`src/rtl/core/kdlp_pkg.sv`:
```
package kdlp_pkg;

  localparam int unsigned CFG_DW = 16;
  localparam int unsigned TIME_W = 16;
  localparam int unsigned PIN_W  = 8;

  localparam logic [7:0]  ENABLE_RST   = 8'hFF;
  localparam logic [7:0]  POLARITY_RST = 8'h00;
  localparam logic [7:0]  PERIOD_RST   = 8'd10;
  localparam logic [15:0] LIMIT_RST    = 16'd2000;

  typedef enum logic [1:0] {
    REG_ENABLE   = 2'd0,
    REG_POLARITY = 2'd1,
    REG_PERIOD   = 2'd2,
    REG_LIMIT    = 2'd3
  } cfg_reg_e;

  typedef enum logic [2:0] {
    PH_UP            = 3'd0,
    PH_PRESS_BOUNCE  = 3'd1,
    PH_DOWN          = 3'd2,
    PH_RELEASE_BOUNCE = 3'd3,
    PH_LONG_DOWN     = 3'd4
  } phase_e;

  typedef enum logic [1:0] {
    ST_IDLE  = 2'd0,
    ST_SCAN  = 2'd1,
    ST_FLUSH = 2'd2
  } seq_state_e;

  // result of one key step from the shared unit
  typedef struct packed {
    phase_e              phase;
    logic [TIME_W-1:0]   ptime;
    logic                rel;
    logic                lng;
    logic                held;
  } key_upd_t;

endpackage

```
`src/rtl/core/kdlp_key_unit.sv`:
```
// One key step: phase transition, saturating press-time add, long compare.
module kdlp_key_unit (
  input  kdlp_pkg::phase_e                 phase_i,
  input  logic [kdlp_pkg::TIME_W-1:0]      ptime_i,
  input  logic                             qual_i,
  input  logic [7:0]                       period_i,
  input  logic [kdlp_pkg::TIME_W-1:0]      limit_i,
  output kdlp_pkg::key_upd_t               upd_o
);

  logic [kdlp_pkg::TIME_W:0]   sum;
  logic [kdlp_pkg::TIME_W-1:0] sat;

  assign sum = {1'b0, ptime_i} + {{(kdlp_pkg::TIME_W - 7){1'b0}}, period_i};
  assign sat = sum[kdlp_pkg::TIME_W] ? {kdlp_pkg::TIME_W{1'b1}} : sum[kdlp_pkg::TIME_W-1:0];

  always_comb begin
    upd_o.phase = phase_i;
    upd_o.ptime = ptime_i;
    upd_o.rel   = 1'b0;
    upd_o.lng   = 1'b0;
    case (phase_i)
      kdlp_pkg::PH_PRESS_BOUNCE: begin
        if (qual_i) begin
          upd_o.phase = kdlp_pkg::PH_DOWN;
          upd_o.ptime = '0;
        end else begin
          upd_o.phase = kdlp_pkg::PH_UP;
        end
      end
      kdlp_pkg::PH_DOWN: begin
        if (qual_i) begin
          upd_o.ptime = sat;
          if (sat > limit_i) begin
            upd_o.phase = kdlp_pkg::PH_LONG_DOWN;
            upd_o.lng   = 1'b1;
          end
        end else begin
          upd_o.phase = kdlp_pkg::PH_RELEASE_BOUNCE;
        end
      end
      kdlp_pkg::PH_RELEASE_BOUNCE: begin
        if (qual_i) begin
          upd_o.ptime = sat;
          upd_o.phase = kdlp_pkg::PH_DOWN;
        end else begin
          upd_o.phase = kdlp_pkg::PH_UP;
          upd_o.rel   = 1'b1;
        end
      end
      kdlp_pkg::PH_LONG_DOWN: begin
        if (qual_i) begin
          upd_o.ptime = sat;
        end else begin
          upd_o.phase = kdlp_pkg::PH_RELEASE_BOUNCE;
        end
      end
      default: begin
        upd_o.phase = qual_i ? kdlp_pkg::PH_PRESS_BOUNCE : kdlp_pkg::PH_UP;
      end
    endcase
    upd_o.held = (upd_o.phase == kdlp_pkg::PH_DOWN) ||
                 (upd_o.phase == kdlp_pkg::PH_LONG_DOWN);
  end

endmodule

```
`src/rtl/core/key_debounce_long_press.sv`:
```
// Flow: a scan beat is taken in IDLE, SCAN then steps through the keys, FLUSH moves the events out.
// A scan beat is taken only in IDLE, so the next one waits until FLUSH is done; the
//   single key-step unit visits one key per cycle, and FLUSH stalls while the previous result is not taken.
// A new scan beat is taken while the previous result still waits in the output register.
// Reset (rst_ni low, async): all keys up, press times and qualified levels zero,
//   registers at enable=FF, polarity=00, period=10, limit=2000; no result pending.
module key_debounce_long_press #(
  parameter int unsigned NUM_KEYS = 8
) (
  input  logic                          clk_i,
  input  logic                          rst_ni,
  // configuration writes
  input  logic                          cfg_we_i,
  input  logic [1:0]                    cfg_idx_i,
  input  logic [kdlp_pkg::CFG_DW-1:0]   cfg_data_i,
  // scan tick input
  input  logic                          in_valid_i,
  output logic                          in_ready_o,
  input  logic [7:0]                    raw_levels_i,
  // event output
  output logic                          out_valid_o,
  input  logic                          out_ready_i,
  output logic [7:0]                    release_events_o,
  output logic [7:0]                    long_events_o,
  output logic [7:0]                    held_keys_o
);

  localparam int unsigned KW = (NUM_KEYS > 1) ? $clog2(NUM_KEYS) : 1;
  localparam logic [KW-1:0] LAST_KEY = KW'(NUM_KEYS - 1);

  // ---------------------------------------------------------------------------
  // Configuration registers
  // ---------------------------------------------------------------------------
  logic [7:0]                  enable_q;
  logic [7:0]                  polarity_q;
  logic [7:0]                  period_q;
  logic [kdlp_pkg::TIME_W-1:0] limit_q;

  always_ff @(posedge clk_i or negedge rst_ni) begin
    if (!rst_ni) begin
      enable_q   <= kdlp_pkg::ENABLE_RST;
      polarity_q <= kdlp_pkg::POLARITY_RST;
      period_q   <= kdlp_pkg::PERIOD_RST;
      limit_q    <= kdlp_pkg::LIMIT_RST;
    end else if (cfg_we_i) begin
      case (kdlp_pkg::cfg_reg_e'(cfg_idx_i))
        kdlp_pkg::REG_ENABLE:   enable_q   <= cfg_data_i[7:0];
        kdlp_pkg::REG_POLARITY: polarity_q <= cfg_data_i[7:0];
        kdlp_pkg::REG_PERIOD:   period_q   <= cfg_data_i[7:0];
        kdlp_pkg::REG_LIMIT:    limit_q    <= cfg_data_i;
        default: ;
      endcase
    end
  end

  // ---------------------------------------------------------------------------
  // Sequencer: IDLE -> SCAN (one key per cycle) -> FLUSH (load output register)
  // ---------------------------------------------------------------------------
  kdlp_pkg::seq_state_e state_q, state_d;
  logic [KW-1:0]        idx_q, idx_d;
  logic                 in_fire;
  logic                 out_load;
  logic                 scan_en;

  assign in_fire = in_valid_i && in_ready_o;

  always_comb begin
    state_d    = state_q;
    idx_d      = idx_q;
    in_ready_o = 1'b0;
    scan_en    = 1'b0;
    out_load   = 1'b0;
    case (state_q)
      kdlp_pkg::ST_IDLE: begin
        in_ready_o = 1'b1;
        if (in_valid_i) begin
          state_d = kdlp_pkg::ST_SCAN;
          idx_d   = '0;
        end
      end
      kdlp_pkg::ST_SCAN: begin
        scan_en = 1'b1;
        if (idx_q == LAST_KEY) begin
          state_d = kdlp_pkg::ST_FLUSH;
        end else begin
          idx_d = idx_q + KW'(1);
        end
      end
      kdlp_pkg::ST_FLUSH: begin
        // wait here only if the previous result has not been taken yet
        if (!out_valid_o || out_ready_i) begin
          out_load = 1'b1;
          state_d  = kdlp_pkg::ST_IDLE;
        end
      end
      default: begin
        state_d = kdlp_pkg::ST_IDLE;
      end
    endcase
  end

  always_ff @(posedge clk_i or negedge rst_ni) begin
    if (!rst_ni) begin
      state_q <= kdlp_pkg::ST_IDLE;
      idx_q   <= '0;
    end else begin
      state_q <= state_d;
      idx_q   <= idx_d;
    end
  end

  // ---------------------------------------------------------------------------
  // Per-key state, one entry per key, read and written at idx_q
  // ---------------------------------------------------------------------------
  kdlp_pkg::phase_e            phase_q [NUM_KEYS];
  logic [kdlp_pkg::TIME_W-1:0] ptime_q [NUM_KEYS];
  logic [NUM_KEYS-1:0]         qual_q;

  logic [7:0] raw_q;
  logic [5:0] idx_ext;
  logic [2:0] pin;
  logic       has_pin;
  logic       qual_cur;

  // only the first eight keys have a pin, enable and polarity bit
  assign idx_ext = 6'(idx_q);
  assign pin     = idx_ext[2:0];
  assign has_pin = (idx_ext < 6'(kdlp_pkg::PIN_W));

  always_comb begin
    qual_cur = qual_q[idx_q];
    if (has_pin && enable_q[pin]) begin
      qual_cur = (raw_q[pin] == polarity_q[pin]);
    end
  end

  kdlp_pkg::key_upd_t upd;

  kdlp_key_unit u_key_unit (
    .phase_i  (phase_q[idx_q]),
    .ptime_i  (ptime_q[idx_q]),
    .qual_i   (qual_cur),
    .period_i (period_q),
    .limit_i  (limit_q),
    .upd_o    (upd)
  );

  always_ff @(posedge clk_i or negedge rst_ni) begin
    if (!rst_ni) begin
      for (int k = 0; k < NUM_KEYS; k++) begin
        phase_q[k] <= kdlp_pkg::PH_UP;
        ptime_q[k] <= '0;
      end
      qual_q <= '0;
    end else if (scan_en) begin
      phase_q[idx_q] <= upd.phase;
      ptime_q[idx_q] <= upd.ptime;
      qual_q[idx_q]  <= qual_cur;
    end
  end

  // event accumulators, cleared at each accepted beat
  logic [7:0] acc_rel_q, acc_lng_q, acc_held_q;

  always_ff @(posedge clk_i) begin
    if (in_fire) begin
      raw_q      <= raw_levels_i;
      acc_rel_q  <= '0;
      acc_lng_q  <= '0;
      acc_held_q <= '0;
    end else if (scan_en && has_pin) begin
      acc_rel_q[pin]  <= upd.rel;
      acc_lng_q[pin]  <= upd.lng;
      acc_held_q[pin] <= upd.held;
    end
  end

  // ---------------------------------------------------------------------------
  // Output register
  // ---------------------------------------------------------------------------
  logic out_valid_q;

  always_ff @(posedge clk_i or negedge rst_ni) begin
    if (!rst_ni) begin
      out_valid_q <= 1'b0;
    end else if (out_load) begin
      out_valid_q <= 1'b1;
    end else if (out_ready_i) begin
      out_valid_q <= 1'b0;
    end
  end

  always_ff @(posedge clk_i) begin
    if (out_load) begin
      release_events_o <= acc_rel_q;
      long_events_o    <= acc_lng_q;
      held_keys_o      <= acc_held_q;
    end
  end

  assign out_valid_o = out_valid_q;

  // ---------------------------------------------------------------------------
  // Assertions
  // ---------------------------------------------------------------------------
  a_start_scan: assert property (@(posedge clk_i) disable iff (!rst_ni)
    in_fire |=> (state_q == kdlp_pkg::ST_SCAN) && (idx_q == '0))
    else $error("scan did not start at key zero");

  a_idx_range: assert property (@(posedge clk_i) disable iff (!rst_ni)
    idx_q <= LAST_KEY)
    else $error("key index out of range");

  a_rel_not_held: assert property (@(posedge clk_i) disable iff (!rst_ni)
    out_valid_o |-> ((release_events_o & held_keys_o) == 8'h00))
    else $error("released key reported as held");

  a_long_held: assert property (@(posedge clk_i) disable iff (!rst_ni)
    out_valid_o |-> ((long_events_o & ~held_keys_o) == 8'h00))
    else $error("long event on key not held");

endmodule
```
`config.mk`:
```
export PLATFORM = sky130hd
export DESIGN_NAME = key_debounce_long_press
export DESIGN_NICKNAME = d
export VERILOG_FILES = /design/src/rtl/core/kdlp_pkg.sv /design/src/rtl/core/kdlp_key_unit.sv /design/src/rtl/core/key_debounce_long_press.sv
export SDC_FILE = /design/constraint.sdc
export NUM_CORES = 1
export LEC_CHECK = 0
export ABC_AREA = 1
export BUFFER_PORTS_ARGS = -buffer_cell sky130_fd_sc_hd__buf_2
export CELL_PAD_IN_SITES_DETAIL_PLACEMENT = 0
export CELL_PAD_IN_SITES_GLOBAL_PLACEMENT = 1
export CORE_UTILIZATION = 47
export CTS_CLUSTER_DIAMETER = 50
export DETAILED_ROUTE_END_ITERATION = 8
export PLACE_DENSITY_LB_ADDON = 0.05
export SLEW_MARGIN = 15
export SYNTH_ARGS = -nofsm -noshare
export SYNTH_HDL_FRONTEND = slang
export SYNTH_HIERARCHICAL = 1
export SYNTH_SLANG_ARGS = --single-unit
```
`constraint.sdc`:
```
create_clock -name clk_i -period 4.5 [get_ports clk_i]
set_input_delay 0.9 -clock clk_i [delete_from_list [all_inputs] [get_ports clk_i]]
set_output_delay 0.9 -clock clk_i [all_outputs]
set_load 0.005 [all_outputs]
```
Word level (Yosys, flattened, before mapping)
Cells that the tools add are included.
{ "word_totals": {"regBits": 262, "inputBits": 31, "output_inout_bits": 26, "wordCells": 132} }
{ "op_classes": {"addsub": 2, "order_cmp": 6, "n_eq_ne": 17, "mux": 55, "bitwise": 1, "n_reduce_logical": 20} }
{ "ops": {"columns": ["cell", "count"], "rows": [
  ["$bwmux W128", 1],
  ["$mux W16", 6],
  ["$bmux W16 S3", 1],
  ["$demux W16 S3", 1],
  ["$bwmux W8", 4],
  ["$pmux W16 S2", 1],
  ["$bwmux W24", 1],
  ["$mux W3", 8],
  ["$mux W1", 18],
  ["$add A16 B8 Y17", 1],
  ["$gt A16 B16 Y1", 1],
  ["$bmux W1 S3", 4],
  ["$bmux W3 S3", 1],
  ["$demux W3 S3", 1],
  ["$eq A3 B2 Y1 const B", 3],
  ["$eq A3 B3 Y1 const B", 3],
  ["$pmux W3 S3", 1],
  ["$lt A3 B4 Y1 const B", 2],
  ["$mux W2", 4],
  ["$ne A2 B2 Y1 const B", 4],
  ["$reduce_and A2 Y1", 4],
  ["$eq A2 B2 Y1 const B", 3],
  ["$pmux W2 S3", 1],
  ["$pmux W3 S2", 1],
  ["other kinds (17)", 26]
]} }

Depth between registers and ports, before layout
Gate-level depths: netlist of run 1.
{ "logic_depth": {"ltp_word": 13, "ltp_mapped": 32, "depth_no_buf": 30} }

Modules after synthesis
The synthesis of run 1 kept the hierarchy.
{ "by_module_without_submodules": {"columns": ["module", "n_inst", "cells_per_inst", "area_per_inst_um2", "seq_area_each_um2"], "rows": [
  ["key_debounce_long_press", 1, 1202, 10970.5, 6616.3],
  ["kdlp_key_unit", 1, 284, 1581.5, 0.0]
]} }

Worst setup path after synthesis of run 1
OpenSTA, ideal clock, no wires.
{ "synth_path": {"path_kind": "register -> register", "from": "reg idx_q[0]", "to": "reg acc_lng_q[7]", "setup_time_ns": 0.116, "t_arrival_ns": 3.808, "t_required_ns": 4.384, "slack_ns": 0.576, "path_stages_with_launch": 29, "path_buffers": 6, "synth_period_minus_slack_ns": 3.924, "cell_sequence": "dfrtp_1 buf_4 buf_2 buf_2 buf_2 o21ai_0 o2111ai_1 ha_1 fa_1 nand2_1 clkinv_1 nand2_2 nand2_2 nand2_2 nand2_4 nand4_4 buf_12 nand2_4 ha_1 nand2_1 nor2_1 nand4_1 nor3_1 nor2_1 nand3_1 inv_1 buf_2 nor2_1 nor2_1"} }
{ "synth_rtl": {"columns": ["item", "line_no", "rtl"], "rows": [
  ["from (decl)", "key_debounce_long_press.sv:60", "logic [KW-1:0] idx_q, idx_d;"],
  ["from (signal assigned)", "key_debounce_long_press.sv:108", "idx_q <= idx_d;"],
  ["to (signal, indexed assignment)", "key_debounce_long_press.sv:173", "acc_lng_q[pin] <= upd.lng;"],
  ["to (decl)", "key_debounce_long_press.sv:163", "logic [7:0] acc_rel_q, acc_lng_q, acc_held_q;"]
]} }

==> flow_metrics.tcl, run 1 <==
set metrics [dict create \
    outcome "completed" \
    yosys.cell_types.count 46 \
    synthTopCellsByArea "dfrtp_1, nand2_1, o21ai_0" \
    fin_total_pwr_mw 12.5 \
    clkTransAtPathRegs_ns 0.06 \
    ys_ff_latch 262 \
    synth_seq_area_share_pct 52.7 \
    io_buffers 56 \
    chipHeight_um 165 \
    yosys_warnings 6 \
    via_per_inst 5.23 \
    clockBufferDepth 3 \
    critPathKind "reg -> reg" \
    min_period_ns 4.21 \
    highest_layer "met4" \
    post-route-period-util_pct 93.6 \
    tns_ns 0 \
    slew_headroom_pct 42.1 \
    design.core.area_um2 26100 \
    required_ns 4.92 \
    io_pins 57 \
    crit_path_max_incr_delay_ns 0.43 \
    synthDominantCellAreaShare_pct 37.9 \
    p_leak_nw 6.95 \
    drt-met1-wl_um 15500 \
    drt-pass1-iter-count 5 \
    fin_ws_ns 0.286 \
    wl_met2_um 14900 \
    hold_buffers 0 \
    vias 10100 \
    start_util_pct 48.0 \
    die_w_um 165 \
    cp-start-kind "flip-flop" \
    critPathMaxFanout 7 \
    synth_fp_nets 1544 \
    grt_pass1_vias 9516 \
    antenna_cells 0 \
    drv_cap 0 \
    cpMaxStageDelayCell "dfrtp_1" \
    grt_pass1_wl_um 52700 \
    fin_util_pct 56.0 \
    antenna_found_initial 0 \
    synth_area_um2 12600 \
    hold_viol_final 0 \
    wl_per_cell_um 17.0 \
    synthCells 1486 \
    max_freq_mhz 237 \
    routabilityCongestion 0.850 \
    h-tree-depth 2 \
    clk_latency_ns 0.50 \
    yosys.area.top_type "dfrtp_1" \
    powerDensity_nw_per_um2 855 \
    drive_above_1_share_pct 16.0 \
    dr_wl_met3_um 1660 \
    dieArea_um2 27400 \
    hold_class "reg -> reg" \
    grt_max_degree 101 \
    grt_usage_pct 25.2 \
    globalRouteOverflowTotal 0 \
    whs_ns 0.421 \
    std_cell_rows 59 \
    instances_no_fill 1924 \
    numPlacedInstances 1853 \
    routed_wl_um 32700 \
    arrival_ns 4.63 \
    clock_skew_ns 0.00980 \
    cts_tree "yes" \
    syn2layout_area_growth_pct 16.6 \
    drt_iter0_markers 751 \
    drv_slew 0 \
    endpoint_kind "flip-flop" \
    numClockSinks 262 \
    avgSynthCellArea_um2 8.45 \
    worstMarginPinSlew_ns 0.866 \
    placed_cell_area_um2 13300 \
    stdcell_area_um2 14600 \
    drc 0 \
    ir_drop_uv 398 \
    numCtsBuffers 35 \
    cpMostUsedCell "nand2_1" \
    pre_cts_slack_ns 0.0716 \
    ant_nets 0 \
    root_buffer "clkbuf_16" \
    final-setup-viol-count 0 \
    nets 1623 \
    dpl.hpwl_um 21900 \
]
==> final cells by class <==
class	count	area [um^2]
timing repair buffer	114	782
clock inverter	17	214
multi-input combinational	968	4950
inverter	184	693
tap	335	419
fill	2481	11500
sequential	262	6620
clock buffer	44	951
==> critical path, delay by kind of cell, from the launching register on <==
family | cells | cell delay [ns]
flip-flops | 1 | 0.43
AO/OA/AOI/OAI | 4 | 0.77
buffers and inverters | 5 | 0.85
adder cells (fa/ha/maj) | 2 | 0.62
AND/OR/NAND/NOR | 14 | 1.45
==> where the power goes <==
group          leakage (nW)  switching [mW]  internal (mW)
clock                 0.545            1.04           1.73
combinational          3.27            4.26           1.92
sequential             3.13           0.355           3.19
total                  6.95            5.66           6.85
==> synthesized netlist by cell type, drive strengths merged <==
| cell type | n |
|---|---|
| o21ai | 280 |
| nor3 | 5 |
| dfrtp | 190 |
| buf | 44 |
| a31oi | 1 |
| o2111ai | 18 |
| nor2 | 109 |
| or2 | 1 |
| fa | 1 |
| nand2 | 392 |
| nand3 | 39 |
| o22ai | 2 |
| ha | 26 |
| a21oi | 49 |
| dfxtp | 24 |
| clkinv | 1 |
| o21bai | 2 |
| a211oi | 1 |
| o211ai | 19 |
| edfxtp | 32 |
| dfstp | 16 |
| clkbuf | 28 |
| o21a | 1 |
| xor2 | 5 |
| and3 | 1 |
| mux2 | 8 |
| inv | 183 |
| nand4 | 8 |
==> flip-flops by register name, indices dropped and copies added (netlist names) <==
register / count
ptime_q: 128
phase_q: 24
limit_q: 16
acc_held_q: 8
acc_lng_q: 8
acc_rel_q: 8
enable_q: 8
held_keys_o: 8
long_events_o: 8
period_q: 8
polarity_q: 8
qual_q: 8
raw_q: 8
release_events_o: 8
idx_q: 3
state_q: 2
out_valid_o: 1
==> final timing paths <==
check                      cells past startpoint  slack [ns]          endpoint          from
setup / recovery                              25        0.29       phase_q[16]      idx_q[1]
setup reg to reg                              25        0.29       phase_q[16]      idx_q[1]
hold reg to reg                                0        0.42  long_events_o[6]  acc_lng_q[6]
min in group asynchronous                      1        0.47      ptime_q[127]        rst_ni
hold / removal                                 0        0.42  long_events_o[6]  acc_lng_q[6]
max in group asynchronous                      2        3.03       ptime_q[92]        rst_ni
==> cell families after synthesis <==
group                    share of synthesized area [%]
multiplexers                                     0.718
AO/OA/AOI/OAI                                     16.0
XOR/XNOR                                         0.349
adder cells (fa/ha/maj)                           2.75
flip-flops                                        52.7
AND/OR/NAND/NOR                                   18.9
buffers and inverters                             8.62
==> placed cells by master, fill, tap and decap left out, drive strengths merged, types with 19 or more instances in the layout <==
master,instances
nand2,392
o21ai,280
dfrtp,190
inv,185
buf,113
nor2,109
a21oi,49
clkbuf,45
nand3,39
edfxtp,32
ha,26
dfxtp,24
o211ai,19
==> what timing repair did <==
item	CTS	global route
buffers inserted	0	10
setup endpoints to repair	0	24
gates resized for setup	0	28
==> metal layers <==
| metal | GRT usage [%] | vias up |
|---|---|---|
| li1 | - | 5000 |
| met1 | 36.6 | 4786 |
| met2 | 39.7 | 230 |
| met3 | 3.52 | 41 |
| met4 | 6.07 | 0 |
| met5 | 0 | - |
(Power assumes the default switching activity.)
==> run 2, diff against run 1 <==
--- a/config.mk
+++ b/config.mk
@@ -9,7 +9,7 @@
 export BUFFER_PORTS_ARGS = -buffer_cell sky130_fd_sc_hd__buf_2
 export CELL_PAD_IN_SITES_DETAIL_PLACEMENT = 0
 export CELL_PAD_IN_SITES_GLOBAL_PLACEMENT = 1
-export CORE_UTILIZATION = 47
+export CORE_UTILIZATION = 43
 export CTS_CLUSTER_DIAMETER = 50
 export DETAILED_ROUTE_END_ITERATION = 8
 export PLACE_DENSITY_LB_ADDON = 0.05
==> constraint.sdc (replaced) <==
create_clock -name clk_i -period 3.8 [get_ports clk_i]
set_input_delay 0.76 -clock clk_i [delete_from_list [all_inputs] [get_ports clk_i]]
set_output_delay 0.76 -clock clk_i [all_outputs]
set_load 0.005 [all_outputs]
==> run 2 against run 1 <==
  * The run now ends with negative setup slack left
  * Critical path depth is the same
  * Sequential share of layout area decreased by 3.6 points
  * Worst setup slack got worse by 0.47 ns
  * Die area up 9.2%
  * Maximum frequency is 5.7% higher
  * Critical path type unchanged
  * Critical endpoint is now phase_q[14]
  * Largest cell class unchanged
  * Largest power group unchanged
==> flow_metrics.tcl, run 2 (same netlist as run 1, synthesis figures left out) <==
set metrics [dict create \
    pre_cts_slack_ns -0.440 \
    p_leak_nw 7.50 \
    wl_per_cell_um 17.0 \
    clockBufferDepth 3 \
    instances_no_fill 2048 \
    std_cell_rows 62 \
    root_buffer "clkbuf_16" \
    rsz0062_at_grt "yes" \
    min_period_ns 3.99 \
    crit_path_max_incr_delay_ns 0.58 \
    highest_layer "met4" \
    drt_iter0_markers 496 \
    drive_above_1_share_pct 22.9 \
    chipHeight_um 173 \
    drt-pass1-iter-count 6 \
    arrival_ns 4.38 \
    clk_latency_ns 0.52 \
    grt_max_degree 84 \
    post-route-period-util_pct 105 \
    vias 10300 \
    hold_buffers 0 \
    antenna_found_initial 0 \
    required_ns 4.19 \
    grt_pass1_vias 10100 \
    dieArea_um2 29900 \
    layout_commonest_cell "nand2_1" \
    slew_headroom_pct 40.4 \
    hold_viol_final 0 \
    routabilityCongestion 0.865 \
    nets 1694 \
    grt_pass1_wl_um 55800 \
    drv_cap 0 \
    dpl.hpwl_um 22600 \
    critPathKind "reg -> reg" \
    numCtsBuffers 36 \
    intPower_mw 9.55 \
    max_freq_mhz 251 \
    wl_met2_um 15400 \
    drv_slew 0 \
    hold_class "in -> async" \
    fin_total_pwr_mw 16.9 \
    h-tree-depth 2 \
    drt-met1-wl_um 17200 \
    ant_nets 0 \
    syn2layout_area_growth_pct 26.6 \
    routed_wl_um 34700 \
    via_per_inst 5.02 \
    powerDensity_nw_per_um2 1060 \
    clkTransAtPathRegs_ns 0.06 \
    layout_common_cells "nand2_1, o21ai_0, dfrtp_1" \
    top_register "ptime_q" \
    drc 0 \
    tns_ns -3.24 \
    fin_util_pct 55.4 \
    critPathMaxFanout 12 \
    p_sw_share_pct 43.5 \
    cts_tree "yes" \
    outcome "finished with violations" \
    endpoint_kind "flip-flop" \
    violations "negative setup slack" \
    grt_usage_pct 23.8 \
    seqPwrFrac_pct 24.9 \
    die_w_um 173 \
    numPlacedInstances 1960 \
    rr_worst_depth 25 \
    ir_drop_uv 474 \
    p_sw_mw 7.35 \
    worstReg2RegEnd "phase_q[14]" \
    io_pins 57 \
    r2r_setup_slack_ns -0.19 \
    largest_reg_flops 128 \
    globalRouteOverflowTotal 0 \
    numClockSinks 262 \
    dr_wl_met3_um 1320 \
    fin_ws_ns -0.187 \
    power.share.clock_pct 21.4 \
    combPwrFrac_pct 53.7 \
    io_buffers 56 \
    antenna_cells 0 \
    cp-start-kind "flip-flop" \
    final-setup-viol-count 24 \
    worstReg2RegStart "idx_q[0]" \
    worstMarginPinSlew_ns 0.891 \
    clock_skew_ns 0.0255 \
    cpMaxStageDelayCell "dfrtp_4" \
    start_util_pct 43.7 \
    design.core.area_um2 28700 \
    reg_top3 "ptime_q: 128 flops, phase_q: 24 flops, limit_q: 16 flops" \
]
## run 2: cell types whose count changed in the layout (fill, tap and decap cells not counted), sizes merged
cell	delta
clkbuf	+4
bufinv	+1
bufbuf	+1
buf	+67
clkinv	+5
clkinvlp	-3
## run 2: power groups by stage
stage	logic, mW	registers [mW]	clock network, mW
after global placement	7.83	4.21	0
after floorplan	4.92	4.09	0
after CTS	8.61	4.21	3.68
final	9.07	4.21	3.61
after detailed placement	7.86	4.22	0
after global routing	10.1	4.31	3.81
## run 2: how the worst max path moves through the flow
stage / from / endpoint / slack (ns) / cells past startpoint
5_1_grt: idx_q[0] / phase_q[14] / -0.44 / 24
4_1_cts: idx_q[0] / phase_q[14] / -0.19 / 26
2_1_floorplan: idx_q[0] / acc_lng_q[7] / 0.02 / 28
3_5_place_dp: idx_q[2] / phase_q[11] / -0.44 / 28
3_3_place_gp: idx_q[2] / acc_lng_q[4] / -0.33 / 29
6_report: idx_q[0] / phase_q[14] / -0.19 / 25
## run 2: critical path: cells and delay by family, from the launching register on
kind	cells	cell delay, ns
adder cells (fa/ha/maj)	2	0.58
flip-flops	1	0.58
AND/OR/NAND/NOR	12	1.13
AO/OA/AOI/OAI	3	0.37
buffers and inverters	8	1.18
## run 2: per-stage QoR
stage               area (um^2)  hold slack (ns)
floorplan                 12600            0.403
global placement          13800            0.413
detailed placement        13800            0.411
CTS                       15600            0.312
global route              15900            0.343
finish                    15900            0.274
## run 2: routing by layer
layer  GRT usage [%]  up-vias
met4            7.63        0
met5               0        -
met1            34.8     4904
met2            36.4      194
met3            3.45       56
li1                -     5135
## run 2: timing repair
item	4_1_cts	5_1_grt
cloned	4	1
pin swaps	30	29
setup buffers	8	9
resized for setup	73	50
setup endpoints to repair	24	24
## run 2: cell type report
cell class | instances | area, um^2
Fill cell | 2702 | 12800
Sequential cell | 262 | 6620
Multi-Input combinational cell | 968 | 5310
Timing Repair Buffer | 183 | 1460
Clock buffer | 47 | 1040
Inverter | 184 | 708
Tap cell | 384 | 480
Clock inverter | 19 | 264
Timing Repair inverter | 1 | 5.00
==> run 3, diff against run 2 <==
--- a/config.mk
+++ b/config.mk
@@ -7,9 +7,7 @@
 export LEC_CHECK = 0
 export ABC_AREA = 1
 export BUFFER_PORTS_ARGS = -buffer_cell sky130_fd_sc_hd__buf_2
-export CELL_PAD_IN_SITES_DETAIL_PLACEMENT = 0
-export CELL_PAD_IN_SITES_GLOBAL_PLACEMENT = 1
-export CORE_UTILIZATION = 43
+export CORE_UTILIZATION = 55
 export CTS_CLUSTER_DIAMETER = 50
 export DETAILED_ROUTE_END_ITERATION = 8
 export PLACE_DENSITY_LB_ADDON = 0.05
==> run 3 against run 2 <==
  * The run still ends with negative setup slack left
  * Highest routed layer unchanged
  * Flip-flop and latch count stayed put
  * Via count is 1.5% higher
  * Combinational power is 1% lower
  * Worst hold slack worse by 0.017 ns
  * Maximum frequency is 1.3% higher
  * Non-clock buffer count is 3 higher
  * Worst setup slack better by 0.052 ns
  * Register-to-register slack better by 0.05 ns
  * Total power is 5.0% lower
  * Critical endpoint is now phase_q[23]
  * Wire length is 7.9% lower
  * Global-route usage is 4.6 points higher
  * Cell count is 5.4% lower
==> flow_metrics.tcl, run 3 (same netlist as run 1, synthesis figures left out) <==
set metrics [dict create \
    worstMarginPinSlew_ns 1.08 \
    violations "negative setup slack" \
    cts_tree "yes" \
    critPathMaxFanout 6 \
    fin_total_pwr_mw 16.1 \
    required_ns 4.23 \
    hold_viol_final 0 \
    reg_top3 "ptime_q: 128 flops, phase_q: 24 flops, limit_q: 16 flops" \
    top_register "ptime_q" \
    r2r_setup_slack_ns -0.14 \
    grt_max_degree 97 \
    routed_wl_um 32000 \
    tns_ns -2.19 \
    largest_reg_flops 128 \
    drv_slew 0 \
    start_util_pct 56.8 \
    wl_per_cell_um 16.5 \
    numClockSinks 262 \
    post-route-period-util_pct 104 \
    io_buffers 56 \
    grt_pass1_wl_um 52700 \
    grt_usage_pct 28.5 \
    hold_class "in -> async" \
    antenna_found_initial 0 \
    critPathKind "reg -> reg" \
    drive_above_1_share_pct 23.0 \
    ant_nets 0 \
    powerDensity_nw_per_um2 1050 \
    vias 10400 \
    globalRouteOverflowTotal 0 \
    outcome "finished with violations" \
    grt_pass1_vias 10100 \
    cp-start-kind "flip-flop" \
    stdcell_area_um2 15400 \
    pre_cts_slack_ns -0.386 \
    drc 0 \
    syn2layout_area_growth_pct 22.4 \
    numCtsBuffers 31 \
    clk_latency_ns 0.58 \
    nets 1691 \
    hold_buffers 0 \
    fin_ws_ns -0.135 \
    drt-pass1-iter-count 5 \
    final-setup-viol-count 24 \
    antenna_cells 0 \
    routabilityCongestion 0.912 \
    chipHeight_um 153 \
    layout_common_cells "nand2_1, o21ai_0, dfrtp_1" \
    dieArea_um2 23400 \
    io_pins 57 \
    std_cell_rows 54 \
    ir_drop_uv 644 \
    layout_commonest_cell "nand2_1" \
    slew_headroom_pct 27.8 \
    root_buffer "clkbuf_16" \
    max_freq_mhz 254 \
    clock_skew_ns 0.0159 \
    arrival_ns 4.36 \
    clkTransAtPathRegs_ns 0.06 \
    clockBufferDepth 3 \
    h-tree-depth 1 \
    rsz0062_at_grt "yes" \
    drv_cap 0 \
    fin_util_pct 69.6 \
    min_period_ns 3.94 \
    dpl.hpwl_um 21200 \
    design.core.area_um2 22100 \
    die_w_um 153 \
    drt_iter0_markers 749 \
    p_leak_nw 7.32 \
    endpoint_kind "flip-flop" \
    placed_cell_area_um2 13700 \
    via_per_inst 5.39 \
]
-- run 3: changes by cell type in the layout (fill, tap and decap cells not counted), sizes merged --
cell and change:
clkbuf -6, buf +4, bufinv -4, inv +4, clkinvlp -2, bufbuf -1, clkinv -1
-- run 3: power breakdown --
group          switching, mW  leakage [nW]  internal [mW]
logic                   5.55          3.69           3.44
clock network           1.20         0.496           1.68
registers              0.418          3.13           3.78
-- run 3: area by class of cell --
class	instances	area (um^2)
well taps	280	350
multi-input cells	968	5300
fillers	1831	6730
repair buffers	186	1380
clock inverters	17	148
inverters	184	711
flip-flops and latches	262	6620
clock buffers	41	863
-- run 3: metrics by stage --
| stage | hold WS, ns | instances |
|---|---|---|
| after floorplan | 0.403 | 1486 |
| after global placement | 0.413 | 1858 |
| after detailed placement | 0.414 | 1858 |
| after CTS | 0.302 | 1934 |
| after global routing | 0.336 | 1938 |
| final | 0.258 | 1938 |
-- run 3: timing repair --
item	in CTS	in global routing
pin swaps	49	20
setup endpoints to repair	24	24
buffers inserted	17	4
cloned	1	0
resized for setup	85	42
-- run 3: worst paths after layout --
path | cells past startpoint | endpoint | startpoint
setup / recovery | 26 | phase_q[23] | idx_q[0]
hold / removal | 1 | ptime_q[93] | rst_ni
setup reg to reg | 26 | phase_q[23] | idx_q[0]
hold reg to reg | 0 | release_events_o[2] | acc_rel_q[2]
max in group asynchronous | 2 | enable_q[3] | rst_ni
min in group clk_i | 1 | raw_q[3] | raw_levels_i[3]
-- run 3: worst max-delay path, cell delays in order, from the launching register on --
cell	delay, ns
dfrtp_4	0.52
buf_6	0.16
buf_4	0.15
o21ai_0	0.20
o2111ai_2	0.27
ha_4	0.37
nand2_1	0.06
nor2_1	0.11
nand2_2	0.09
nand2_4	0.08
nand4_4	0.18
clkbuf_16	0.23
buf_6	0.12
nand2_4	0.06
ha_4	0.20
inv_2	0.05
nor2_2	0.03
o21ai_1	0.14
nand2_1	0.06
nand2_1	0.06
nand2_1	0.07
nand2_2	0.08
nand2_4	0.08
nand3_4	0.14
nand2_4	0.10
inv_6	0.09
o21ai_2	0.05
-- run 3: routing by layer --
metal / GRT usage (%) / wire length (um) / vias up
li1: - / - / 5144
met4: 8.37 / 791 / 0
met2: 44.7 / 14500 / 297
met3: 4.05 / 2170 / 54
met1: 41.2 / 14500 / 4948
met5: 0 / 0 / -
